--- src/hdl/sha1_digest_macros.svh ---
// ----------------------------------------------------------------------------
// sha1_digest_macros
// Assertion macros used by the SHA-1 sequencer (sha1_ctrl).
// ----------------------------------------------------------------------------
`ifndef SHA1_DIGEST_MACROS_SVH
`define SHA1_DIGEST_MACROS_SVH

// clocked check, off during reset
`define SHA1_ASSERT(lbl, prop, msg) \
  lbl: assert property (@(posedge clk_i) disable iff (!rst_ni) prop) else $error(msg);

// two conditions that must never hold together
`define SHA1_NEVER_BOTH(lbl, x, y, msg) \
  lbl: assert property (@(posedge clk_i) disable iff (!rst_ni) !((x) && (y))) else $error(msg);

`endif

--- src/hdl/sha1_pkg.sv ---
// ----------------------------------------------------------------------------
// sha1_pkg
// Types, constants and round functions of the SHA-1 digest block.
// ----------------------------------------------------------------------------
`default_nettype none

package sha1_pkg;

  localparam int unsigned ROUNDS = 80;

  localparam logic [31:0] INIT_CHAIN [5] = '{
    32'h6745_2301, 32'hEFCD_AB89, 32'h98BA_DCFE, 32'h1032_5476, 32'hC3D2_E1F0
  };

  localparam logic [31:0] K_0 = 32'h5A82_7999;
  localparam logic [31:0] K_1 = 32'h6ED9_EBA1;
  localparam logic [31:0] K_2 = 32'h8F1B_BCDC;
  localparam logic [31:0] K_3 = 32'hCA62_C1D6;
  localparam logic [7:0]  PAD_BYTE = 8'h80;
  localparam logic [31:0] PAD_WORD = {PAD_BYTE, 24'h00_0000};

  // source of a word pushed into the schedule window
  typedef enum logic [2:0] {
    SRC_IN    = 3'd0,
    SRC_PAD   = 3'd1,
    SRC_ZERO  = 3'd2,
    SRC_LENHI = 3'd3,
    SRC_LENLO = 3'd4
  } src_e;

  typedef struct packed {
    logic       push;
    src_e       src;
    logic       acc_len;
    logic       rnd_load;
    logic       round_en;
    logic [6:0] round_idx;
    logic       chain_add;
    logic       out_load;
  } cmd_t;

  typedef struct packed {
    logic out_free;
  } sts_t;

  function automatic logic [31:0] rotl(input logic [31:0] x, input int unsigned n);
    rotl = (x << n) | (x >> (32 - n));
  endfunction

  // mask invalid bytes of a partial last word and append the pad byte; a full word passes unchanged
  function automatic logic [31:0] format_last(input logic [31:0] w, input logic [2:0] n);
    logic [31:0] r;
    case (n)
      3'd0:    r = PAD_WORD;
      3'd1:    r = {w[31:24], PAD_BYTE, 16'h0000};
      3'd2:    r = {w[31:16], PAD_BYTE, 8'h00};
      3'd3:    r = {w[31:8], PAD_BYTE};
      default: r = w;
    endcase
    return r;
  endfunction

  function automatic logic [31:0] round_f(input logic [6:0] t, input logic [31:0] b,
                                          input logic [31:0] c, input logic [31:0] d);
    logic [31:0] r;
    if (t < 7'd20) r = (b & c) | (~b & d);
    else if (t < 7'd40) r = b ^ c ^ d;
    else if (t < 7'd60) r = (b & c) | (b & d) | (c & d);
    else r = b ^ c ^ d;
    return r;
  endfunction

  function automatic logic [31:0] round_k(input logic [6:0] t);
    logic [31:0] r;
    if (t < 7'd20) r = K_0;
    else if (t < 7'd40) r = K_1;
    else if (t < 7'd60) r = K_2;
    else r = K_3;
    return r;
  endfunction

endpackage

`default_nettype wire

--- src/hdl/sha1_digest.sv ---
// ----------------------------------------------------------------------------
// sha1_digest
// Streaming SHA-1: big-endian message words in, five-word digest out.
// ----------------------------------------------------------------------------
// Channel  Dir  Payload
// s_axis   in   tdata: msg_word[31:0], word_bytes[34:32]; tlast: last
// m_axis   out  tdata: digest_h0 .. digest_h4, 32 bits each, h0 lowest
//
// Words are accepted while idle; every sixteenth word starts the round pass and
// a chaining update in the single shared round unit, and intake stalls meanwhile.
// A last word adds 2 to 18 padding pushes plus one or two compressions.
// The digest sits in an output register; the next message is accepted while
// it waits, only a following digest stalls on it.
// Reset restores the initial chaining value and a zero length; no clear pass.
// ----------------------------------------------------------------------------
`default_nettype none

module sha1_digest import sha1_pkg::*; (
  input  wire logic         clk_i,
  input  wire logic         rst_ni,
  input  wire logic         s_axis_tvalid,
  output logic              s_axis_tready,
  input  wire logic [39:0]  s_axis_tdata,   // msg_word[31:0], word_bytes[34:32]
  input  wire logic         s_axis_tlast,   // last
  output logic              m_axis_tvalid,
  input  wire logic         m_axis_tready,
  output logic [159:0]      m_axis_tdata    // digest_h0 .. digest_h4
);

  cmd_t cmd;
  sts_t sts;

  sha1_ctrl u_ctrl (
    .clk_i      (clk_i),
    .rst_ni     (rst_ni),
    .in_valid_i (s_axis_tvalid),
    .in_last_i  (s_axis_tlast),
    .in_bytes_i (s_axis_tdata[34:32]),
    .in_ready_o (s_axis_tready),
    .sts_i      (sts),
    .cmd_o      (cmd)
  );

  sha1_dp u_dp (
    .clk_i        (clk_i),
    .rst_ni       (rst_ni),
    .cmd_i        (cmd),
    .sts_o        (sts),
    .msg_word_i   (s_axis_tdata[31:0]),
    .word_bytes_i (s_axis_tdata[34:32]),
    .last_i       (s_axis_tlast),
    .out_ready_i  (m_axis_tready),
    .out_valid_o  (m_axis_tvalid),
    .digest_o     (m_axis_tdata)
  );

endmodule

`default_nettype wire

--- src/hdl/sha1_ctrl.sv ---
// ----------------------------------------------------------------------------
// sha1_ctrl
// Sequencer: word intake, padding, round count and digest hand-off.
// ----------------------------------------------------------------------------
`default_nettype none
`include "sha1_digest_macros.svh"

module sha1_ctrl import sha1_pkg::*; (
  input  wire logic       clk_i,
  input  wire logic       rst_ni,
  input  wire logic       in_valid_i,
  input  wire logic       in_last_i,
  input  wire logic [2:0] in_bytes_i,
  output logic            in_ready_o,
  input  wire sts_t       sts_i,
  output cmd_t            cmd_o
);

  typedef enum logic [6:0] {
    S_IDLE  = 7'b000_0001,
    S_PADB  = 7'b000_0010,
    S_FILL  = 7'b000_0100,
    S_LENLO = 7'b000_1000,
    S_ROUND = 7'b001_0000,
    S_CHAIN = 7'b010_0000,
    S_OUT   = 7'b100_0000
  } state_e;

  state_e     state_q, state_d, ret_q, ret_d, nxt;
  logic [3:0] pos_q, pos_d;
  logic [6:0] rnd_q, rnd_d;
  logic       push;
  src_e       src;

  assign in_ready_o = (state_q == S_IDLE);

  always_comb begin
    push = 1'b0;
    src  = SRC_IN;
    nxt  = state_q;
    unique case (state_q) inside
      S_IDLE: begin
        push = in_valid_i;
        if (!in_last_i) nxt = S_IDLE;
        else if (in_bytes_i[2]) nxt = S_PADB;
        else nxt = S_FILL;
      end
      S_PADB: begin
        push = 1'b1;
        src  = SRC_PAD;
        nxt  = S_FILL;
      end
      S_FILL: begin
        push = 1'b1;
        if (pos_q == 4'd14) begin
          src = SRC_LENHI;
          nxt = S_LENLO;
        end else begin
          src = SRC_ZERO;
          nxt = S_FILL;
        end
      end
      S_LENLO: begin
        push = 1'b1;
        src  = SRC_LENLO;
        nxt  = S_OUT;
      end
      S_ROUND, S_CHAIN, S_OUT: ;
      default: ;
    endcase
  end

  always_comb begin
    state_d = state_q;
    ret_d   = ret_q;
    pos_d   = pos_q;
    rnd_d   = rnd_q;
    cmd_o   = '0;
    cmd_o.push      = push;
    cmd_o.src       = src;
    cmd_o.acc_len   = push && (state_q == S_IDLE);
    cmd_o.round_idx = rnd_q;
    if (push) begin
      pos_d = pos_q + 4'd1;
      if (pos_q == 4'd15) begin
        cmd_o.rnd_load = 1'b1;
        ret_d   = nxt;
        state_d = S_ROUND;
      end else begin
        state_d = nxt;
      end
    end
    unique case (state_q) inside
      S_ROUND: begin
        cmd_o.round_en = 1'b1;
        if (rnd_q == 7'(ROUNDS - 1)) begin
          rnd_d   = '0;
          state_d = S_CHAIN;
        end else begin
          rnd_d = rnd_q + 7'd1;
        end
      end
      S_CHAIN: begin
        cmd_o.chain_add = 1'b1;
        state_d = ret_q;
      end
      S_OUT: begin
        if (sts_i.out_free) begin
          cmd_o.out_load = 1'b1;
          state_d = S_IDLE;
        end
      end
      S_IDLE, S_PADB, S_FILL, S_LENLO: ;
      default: state_d = S_IDLE;
    endcase
  end

  always_ff @(posedge clk_i or negedge rst_ni) begin
    if (!rst_ni) begin
      state_q <= S_IDLE;
      ret_q   <= S_IDLE;
      pos_q   <= '0;
      rnd_q   <= '0;
    end else begin
      state_q <= state_d;
      ret_q   <= ret_d;
      pos_q   <= pos_d;
      rnd_q   <= rnd_d;
    end
  end

  `SHA1_ASSERT(a_rnd_in_round, (rnd_q != 7'd0) |-> (state_q == S_ROUND), "round count outside rounds")
  `SHA1_ASSERT(a_round_pos, (state_q == S_ROUND) |-> (pos_q == 4'd0), "rounds with partial block")
  `SHA1_ASSERT(a_out_pos, (state_q == S_OUT) |-> (pos_q == 4'd0 && ret_q == S_OUT), "digest before final block")
  `SHA1_NEVER_BOTH(a_push_round, cmd_o.push, cmd_o.round_en, "push during rounds")

endmodule

`default_nettype wire

--- src/hdl/sha1_dp.sv ---
// ----------------------------------------------------------------------------
// sha1_dp
// Datapath: schedule window, round registers, chaining value, length, output.
// ----------------------------------------------------------------------------
`default_nettype none

module sha1_dp import sha1_pkg::*; (
  input  wire logic         clk_i,
  input  wire logic         rst_ni,
  input  wire cmd_t         cmd_i,
  output sts_t              sts_o,
  input  wire logic [31:0]  msg_word_i,
  input  wire logic [2:0]   word_bytes_i,
  input  wire logic         last_i,
  input  wire logic         out_ready_i,
  output logic              out_valid_o,
  output logic [159:0]      digest_o
);

  logic [31:0]  win_q [16];
  logic [31:0]  rr_q [5];
  logic [31:0]  chain_q [5];
  logic [63:0]  len_q;
  logic [159:0] digest_q;
  logic         out_valid_q;

  logic [31:0]  push_w, sched_w, shift_in, tmp;
  logic [2:0]   nsat;
  logic [63:0]  len_inc;

  assign nsat    = word_bytes_i[2] ? 3'd4 : word_bytes_i;
  assign len_inc = last_i ? {58'd0, nsat, 3'b000} : 64'd32;

  always_comb begin
    case (cmd_i.src)
      SRC_IN:    push_w = last_i ? format_last(msg_word_i, word_bytes_i) : msg_word_i;
      SRC_PAD:   push_w = PAD_WORD;
      SRC_ZERO:  push_w = '0;
      SRC_LENHI: push_w = len_q[63:32];
      SRC_LENLO: push_w = len_q[31:0];
      default:   push_w = '0;
    endcase
  end

  assign sched_w  = rotl(win_q[13] ^ win_q[8] ^ win_q[2] ^ win_q[0], 1);
  assign shift_in = cmd_i.push ? push_w : sched_w;
  assign tmp = rotl(rr_q[0], 5) + round_f(cmd_i.round_idx, rr_q[1], rr_q[2], rr_q[3])
             + rr_q[4] + round_k(cmd_i.round_idx) + win_q[0];

  always_ff @(posedge clk_i) begin
    if (cmd_i.push || cmd_i.round_en) begin
      for (int i = 0; i < 15; i++) win_q[i] <= win_q[i + 1];
      win_q[15] <= shift_in;
    end
  end

  always_ff @(posedge clk_i) begin
    if (cmd_i.rnd_load) begin
      for (int i = 0; i < 5; i++) rr_q[i] <= chain_q[i];
    end else if (cmd_i.round_en) begin
      rr_q[0] <= tmp;
      rr_q[1] <= rr_q[0];
      rr_q[2] <= rotl(rr_q[1], 30);
      rr_q[3] <= rr_q[2];
      rr_q[4] <= rr_q[3];
    end
  end

  always_ff @(posedge clk_i or negedge rst_ni) begin
    if (!rst_ni) begin
      for (int i = 0; i < 5; i++) chain_q[i] <= INIT_CHAIN[i];
      len_q       <= '0;
      out_valid_q <= 1'b0;
    end else begin
      if (cmd_i.out_load) begin
        for (int i = 0; i < 5; i++) chain_q[i] <= INIT_CHAIN[i];
        len_q <= '0;
      end else begin
        if (cmd_i.chain_add) begin
          for (int i = 0; i < 5; i++) chain_q[i] <= chain_q[i] + rr_q[i];
        end
        if (cmd_i.acc_len) len_q <= len_q + len_inc;
      end
      if (cmd_i.out_load) out_valid_q <= 1'b1;
      else if (out_ready_i) out_valid_q <= 1'b0;
    end
  end

  always_ff @(posedge clk_i) begin
    if (cmd_i.out_load) begin
      digest_q <= {chain_q[4], chain_q[3], chain_q[2], chain_q[1], chain_q[0]};
    end
  end

  assign sts_o.out_free = !out_valid_q || out_ready_i;
  assign out_valid_o    = out_valid_q;
  assign digest_o       = digest_q;

endmodule

`default_nettype wire
--- config.mk ---
export PLATFORM = sky130hd
export DESIGN_NAME = sha1_digest
export DESIGN_NICKNAME = d
export VERILOG_FILES = /design/src/hdl/sha1_pkg.sv /design/src/hdl/sha1_digest.sv /design/src/hdl/sha1_ctrl.sv /design/src/hdl/sha1_dp.sv
export VERILOG_INCLUDE_DIRS = /design/src /design/src/hdl
export SDC_FILE = /design/constraint.sdc
export NUM_CORES = 2
export LEC_CHECK = 0
export ABC_CLOCK_PERIOD_IN_PS = 17190
export BUFFER_PORTS_ARGS = -buffer_cell sky130_fd_sc_hd__buf_2
export CORE_ASPECT_RATIO = 1.1
export CORE_MARGIN = 4
export CORE_UTILIZATION = 55
export CTS_CLUSTER_SIZE = 20
export DETAILED_ROUTE_END_ITERATION = 10
export PLACE_DENSITY = 0.77
export REMOVE_ABC_BUFFERS = 1
export SLEW_MARGIN = 10
export SYNTH_ARGS = -nofsm -noshare
export SYNTH_HDL_FRONTEND = slang
export SYNTH_SLANG_ARGS = --single-unit
--- constraint.sdc ---
create_clock -name clk_i -period 17.19 [get_ports clk_i]
set_input_delay 5.157 -clock clk_i [delete_from_list [all_inputs] [get_ports clk_i]]
set_output_delay 5.157 -clock clk_i [all_outputs]
set_load 0.02 [all_outputs]
* After elaboration in Yosys (flattened, before gate mapping) *
Memory sizes are Yosys's and may differ from the RTL's.
Index checks and enable logic that the tools add are counted.

word-level totals
  logic and storage cells = 127
  bits in latches = 0
  flip-flop bits (word level) = 410
  memory bits (writable) = 672
  output and inout port bits = 162
  memory bits (read-only) = 0
  input bits = 45
  memories kept = 2

cells by class
  shift-type cells = 0
  order comparisons = 3
  equal/unequal tests = 16
  divide/modulo/power cells = 0
  add/sub/neg operators = 12
  multiply operators = 0
  reductions and logical operators = 12
  muxes and demuxes = 49
  bitwise gates (word level) = 21

memories
  memory      words  width  read ports  clocked after Yosys merged registers in  write ports  line           text
  u_dp.win_q  16     32     16          0                                        16           sha1_dp.sv:20  logic [31:0] win_q [16];
  u_dp.rr_q   5      32     5           0                                        5            sha1_dp.sv:21  logic [31:0] rr_q [5];

operators with widths
  operator               count
  $mux W32               12
  $mux W160              2
  $add A32 B32 Y32       9
  $pmux W32 S4           2
  $xor A32 B32 Y32       5
  $and A32 B32 Y32       4
  $mux W64               2
  $or A32 B32 Y32        3
  $add A64 B64 Y64       1
  $pmux W7 S4            2
  $mux W7                5
  $not A32 Y32           1
  $or A32 B1 Y32         1
  $or A32 B30 Y32        1
  $or A32 B5 Y32         1
  $mux W31               1
  $mux W1                16
  $eq A7 B7 Y1 const B   2
  $lt A7 B6 Y1 const B   2
  $eq A3 B2 Y1 const B   3
  $mux W3                3
  $pmux W3 S3            1
  $eq A4 B4 Y1 const B   2
  $add A7 B1 Y7 const B  1
  other kinds (22)       31

* Longest topological paths before layout *
An unclocked memory read counts as a cell.

  word-level depth = 12
  gate-level depth with buffers = 28

* Hierarchy *
A second synthesis with hierarchy kept.

unflattened totals
  cells, all modules = 4194
  area total of the unflattened synthesis = 52168.8 um2

by module, submodules not included
  module     sequential area each (um2)  instances  area each (um2)  cells an instance
  sha1_dp    30639.4                     1          50732.4          4044
  sha1_ctrl  628.1                       1          1436.4           150

* Worst setup path after synthesis *
OpenSTA, ideal clock, no wires.

  path kind = input to register
  start = in s_axis_tvalid
  end = mem u_dp.win_q[0][0], enable pin
  setup time = 3.632 ns
  arrival = 14.074 ns
  stages = 3
  slack = -0.517 ns
  path through = clkbuf_1 > a21oi_1 > nand2_1

RTL lines
  what         line               text
  from (decl)  sha1_digest.sv:21  input wire logic s_axis_tvalid,
  to (decl)    sha1_dp.sv:20

* Final worst setup path *
  start = in m_axis_tready
  end = reg u_dp.chain_q[32] (netlist bit)

on the way
  cells in the longest elaborated chain, start to end = 4
  elaborated cells between the ends (all ways) = 5
  classes of those cells = 3 x mux; 2 x reduce/logical

ends and longest elaborated chain
  what                                             line               text
  from (decl)                                      sha1_digest.sv:26  input wire logic m_axis_tready,
  $logic_or A1 B1 Y1 (*)                           sha1_dp.sv:95      assign sts_o.out_free = !out_valid_q || out_ready_i;
  $mux W1 (*)                                      sha1_ctrl.sv:108   if (sts_i.out_free) begin
  $mux W1 (*)                                      sha1_ctrl.sv:93    unique case (state_q) inside
  $mux W160 or $reduce_bool A2 Y1 (tied branches)  -
  to (decl)                                        sha1_dp.sv:22      logic [31:0] chain_q [5];

Every way passes the cells marked *; elsewhere a longest branch is shown, timed or not.
A chain may end at the register's enable or synchronous reset.

==> impl_metrics.py <==
metrics = {
    "floorplanning": {
        "core.rowCount": 117,
        "io-pin-count": 207,
        "dieArea_um2": 98300,
        "initial_core_util": 0.554,
        "fp.dieH_um": 328,
        "die_x_um": 299,
        "coreArea_um2": 92700,
    },
    "synthesis": {
        "synthesis.area_um2": 51400,
        "synth.area.top_cells": "edfxtp_1, dfrtp_1, ha_1",
        "ys.flop_type": "edfxtp_1",
        "ys_warn_count": 0,
        "ys_seq_elements": 1079,
        "yosysUniqueCellTypes": 90,
        "synth_cells": 4112,
        "synth_top_area_share": 0.487,
        "async_flop_share": 0.229,
        "synth_top_cell_by_area": "edfxtp_1",
        "avgSynthCellArea_um2": 12.5,
        "synth_edf_count": 832,
        "yosysSeqAreaShare": 0.609,
    },
    "grt": {
        "use_met3": 0.0330,
        "grt_max_degree": 240,
        "top_usage_layer": "met2",
        "grt_pass1_wl_um": 186000,
        "gr-usage-all-layers": 0.244,
        "met1_usage": 0.333,
        "grt_pass1_vias": 32800,
        "overflow": 0,
        "grtUsageMet2": 0.397,
        "antenna_found_initial": 3,
    },
    "timing": {
        "finClkSkew_ns": 0.0424,
        "hold_viol": 0,
        "post-route-min-period_ns": 8.17,
        "worst_pin_slew_ns": 1.15,
        "post-route-period-util": 0.475,
        "rsz0062_at_grt": "false",
        "relSlewSlack": 0.235,
        "drv_slew": 0,
        "finalWorstSetupSlack_ns": 9.02,
        "setup_viol": 0,
        "max_clock_freq_mhz": 122,
        "whs_ns": 0.392,
    },
    "final_layout": {
        "ff_latch_area_um2": 31300,
        "multi_input_area_um2": 18800,
        "diodes": 0,
        "layout_commonest_cell": "edfxtp_1",
        "layout_common_cells": "edfxtp_1, nand2_1, o21ai_0",
        "fillCellCount": 6888,
        "area.growth.synth_to_final_pct": 11.7,
        "fin_nets": 4694,
        "drive_gt1_frac": 0.121,
    },
    "clock_network": {
        "clock_sinks": 1079,
        "cts_tree": "built",
        "clock_latency_ns": 0.70,
        "clk_path_buf_depth": 3,
        "htree_levels": 3,
        "cts_buffers": 106,
        "cts_hold_buf": 0,
        "clkSlewWorstSetupHoldPaths_ns": 0.06,
        "clockRootBuffer": "clkbuf_16",
        "post_cts_buffers": 0,
        "cts_resized": 0,
    },
    "critical_path": {
        "critPathLaunchType": "input port",
        "critical_path_class": "in2reg",
        "r2r_cells": 24,
        "critPathMaxFanout": 90,
        "r2r-start": "u_ctrl.rnd_q[4]",
        "required_ns": 17.70,
        "setup.worst_path.end_class": "register",
        "reg2reg_to": "u_dp.rr_q[0][27]",
        "cp.arrival_ns": 8.67,
        "rrSetupSlack_ns": 9.85,
    },
    "detailed_routing": {
        "wire_per_inst_um": 21.3,
        "drc": 0,
        "dr.pass1.iters": 8,
        "drtIter0Drc": 3306,
        "routed_via_density": 5.89,
        "drt-total-wl_um": 121000,
        "via_count": 33400,
        "final_antenna_net_count": 0,
    },
    "pwr": {
        "p_per_area_nw_per_um2": 183,
        "p_leak_nw": 22.2,
        "ir_drop_mv": 0.167,
    },
    "place": {
        "place_congestion": 0.953,
        "dp_hpwl_um": 82000,
        "port_buffers": 201,
        "post-place-ws_ns": 8.24,
    },
    "min_path": {
        "hold_start": "u_dp.win_q[9][23]",
        "whs_path_depth": 0,
        "hp-class": "reg2reg",
        "min_to": "u_dp.win_q[8][23]",
    },
    "flow_run": {
        "drv_cap": 0,
    },
    "outcome": {
        "status": "complete, no violations",
    },
}
## worst max path at each step
stage,cells past startpoint,endpoint,slack (ns),from
2_1_floorplan,2,u_dp.win_q[0][0],-0.24,s_axis_tvalid
3_3_place_gp,6,u_dp.digest_o[107],8.29,m_axis_tready
3_5_place_dp,7,u_dp.chain_q[32],8.24,m_axis_tready
4_1_cts,7,u_dp.chain_q[32],8.98,m_axis_tready
5_1_grt,8,u_dp.chain_q[67],8.73,m_axis_tready
6_report,7,u_dp.chain_q[32],9.02,m_axis_tready
## per-layer routing
| metal | vias up | routed length, um |
|---|---|---|
| li1 | 15300 | - |
| met3 | 259 | 9870 |
| met5 | - | 0 |
| met1 | 16300 | 48700 |
| met2 | 1506 | 56900 |
| met4 | 0 | 5330 |
## per-stage QoR
stage          instance area (um^2)  setup TNS [ns]  std cells  total power [mW]   util
6_report                      57400               0       5664              10.5  0.619
5_1_grt                       57400               0       5664              11.1  0.619
4_1_cts                       57400               0       5664              10.5  0.619
3_5_place_dp                  53800               0       5465              8.06  0.580
3_3_place_gp                  53800               0       5465              7.92  0.580
2_1_floorplan                 50900         -124.34       3981              7.48      -
## worst max-delay path, cell delays in order
cell and delay [ns]:
buf_2 0.07, nand2b_1 0.23, nand2_2 0.59, inv_8 0.74
buf_4 0.80, buf_4 0.77, o21ai_0 0.23
## where the power goes
group / total, mW / leakage [nW] / switching [mW] / internal, mW
clock: 2.38 / 1.73 / 1.02 / 1.37
combinational: 3.62 / 10.5 / 2.21 / 1.41
sequential: 4.50 / 9.94 / 0.442 / 4.05
## kinds of logic after synthesis
kind of cell / share of synthesized area
AND/OR/NAND/NOR: 0.0992
flip-flops: 0.609
AO/OA/AOI/OAI: 0.108
buffers and inverters: 0.0260
adder cells (fa/ha/maj): 0.0967
XOR/XNOR: 0.0542
multiplexers: 0.00682
## Yosys cell counts, drive strengths merged (7+ instances only)
library cell	number
inv	222
nor2	203
a222oi	27
o21ai	249
nor2b	22
a21oi	213
buf	16
a31oi	25
a21o	123
ha	205
and3	25
mux2i	35
o211ai	7
a311oi	7
nand2	568
dfstp	82
xor2	120
o221a	7
clkbuf	115
and2	11
nand3b	8
and4	7
a221oi	9
xnor2	198
nor3	66
or2	7
nand4	20
a221o	14
o21a	19
a211oi	22
o31ai	13
nand2b	32
fa	120
o221ai	9
dfrtp	165
nand3	117
o21bai	30
or3	28
edfxtp	832
nor4	8
o22ai	34
## state kept, by name, summed over array words and instances (netlist names)
| register | count |
|---|---|
| u_dp.out_valid_o | 1 |
| u_dp.len_q | 61 |
| u_dp.rr_q | 160 |
| u_ctrl.rnd_q | 7 |
| u_dp.digest_o | 160 |
| u_ctrl.pos_q | 4 |
| u_ctrl.state_q | 7 |
| u_dp.win_q | 512 |
| u_dp.chain_q | 160 |
| u_ctrl.ret_q | 7 |
## cell type report
class,instances,area share
timing repair buffer,235,0.0226
tap,1249,0.0272
clock inverter,72,0.0145
clock buffer,127,0.0481
inverter,223,0.0147
multi-input combinational,2679,0.328
sequential,1079,0.545
No activity file was read; power rests on OpenSTA's default activity.
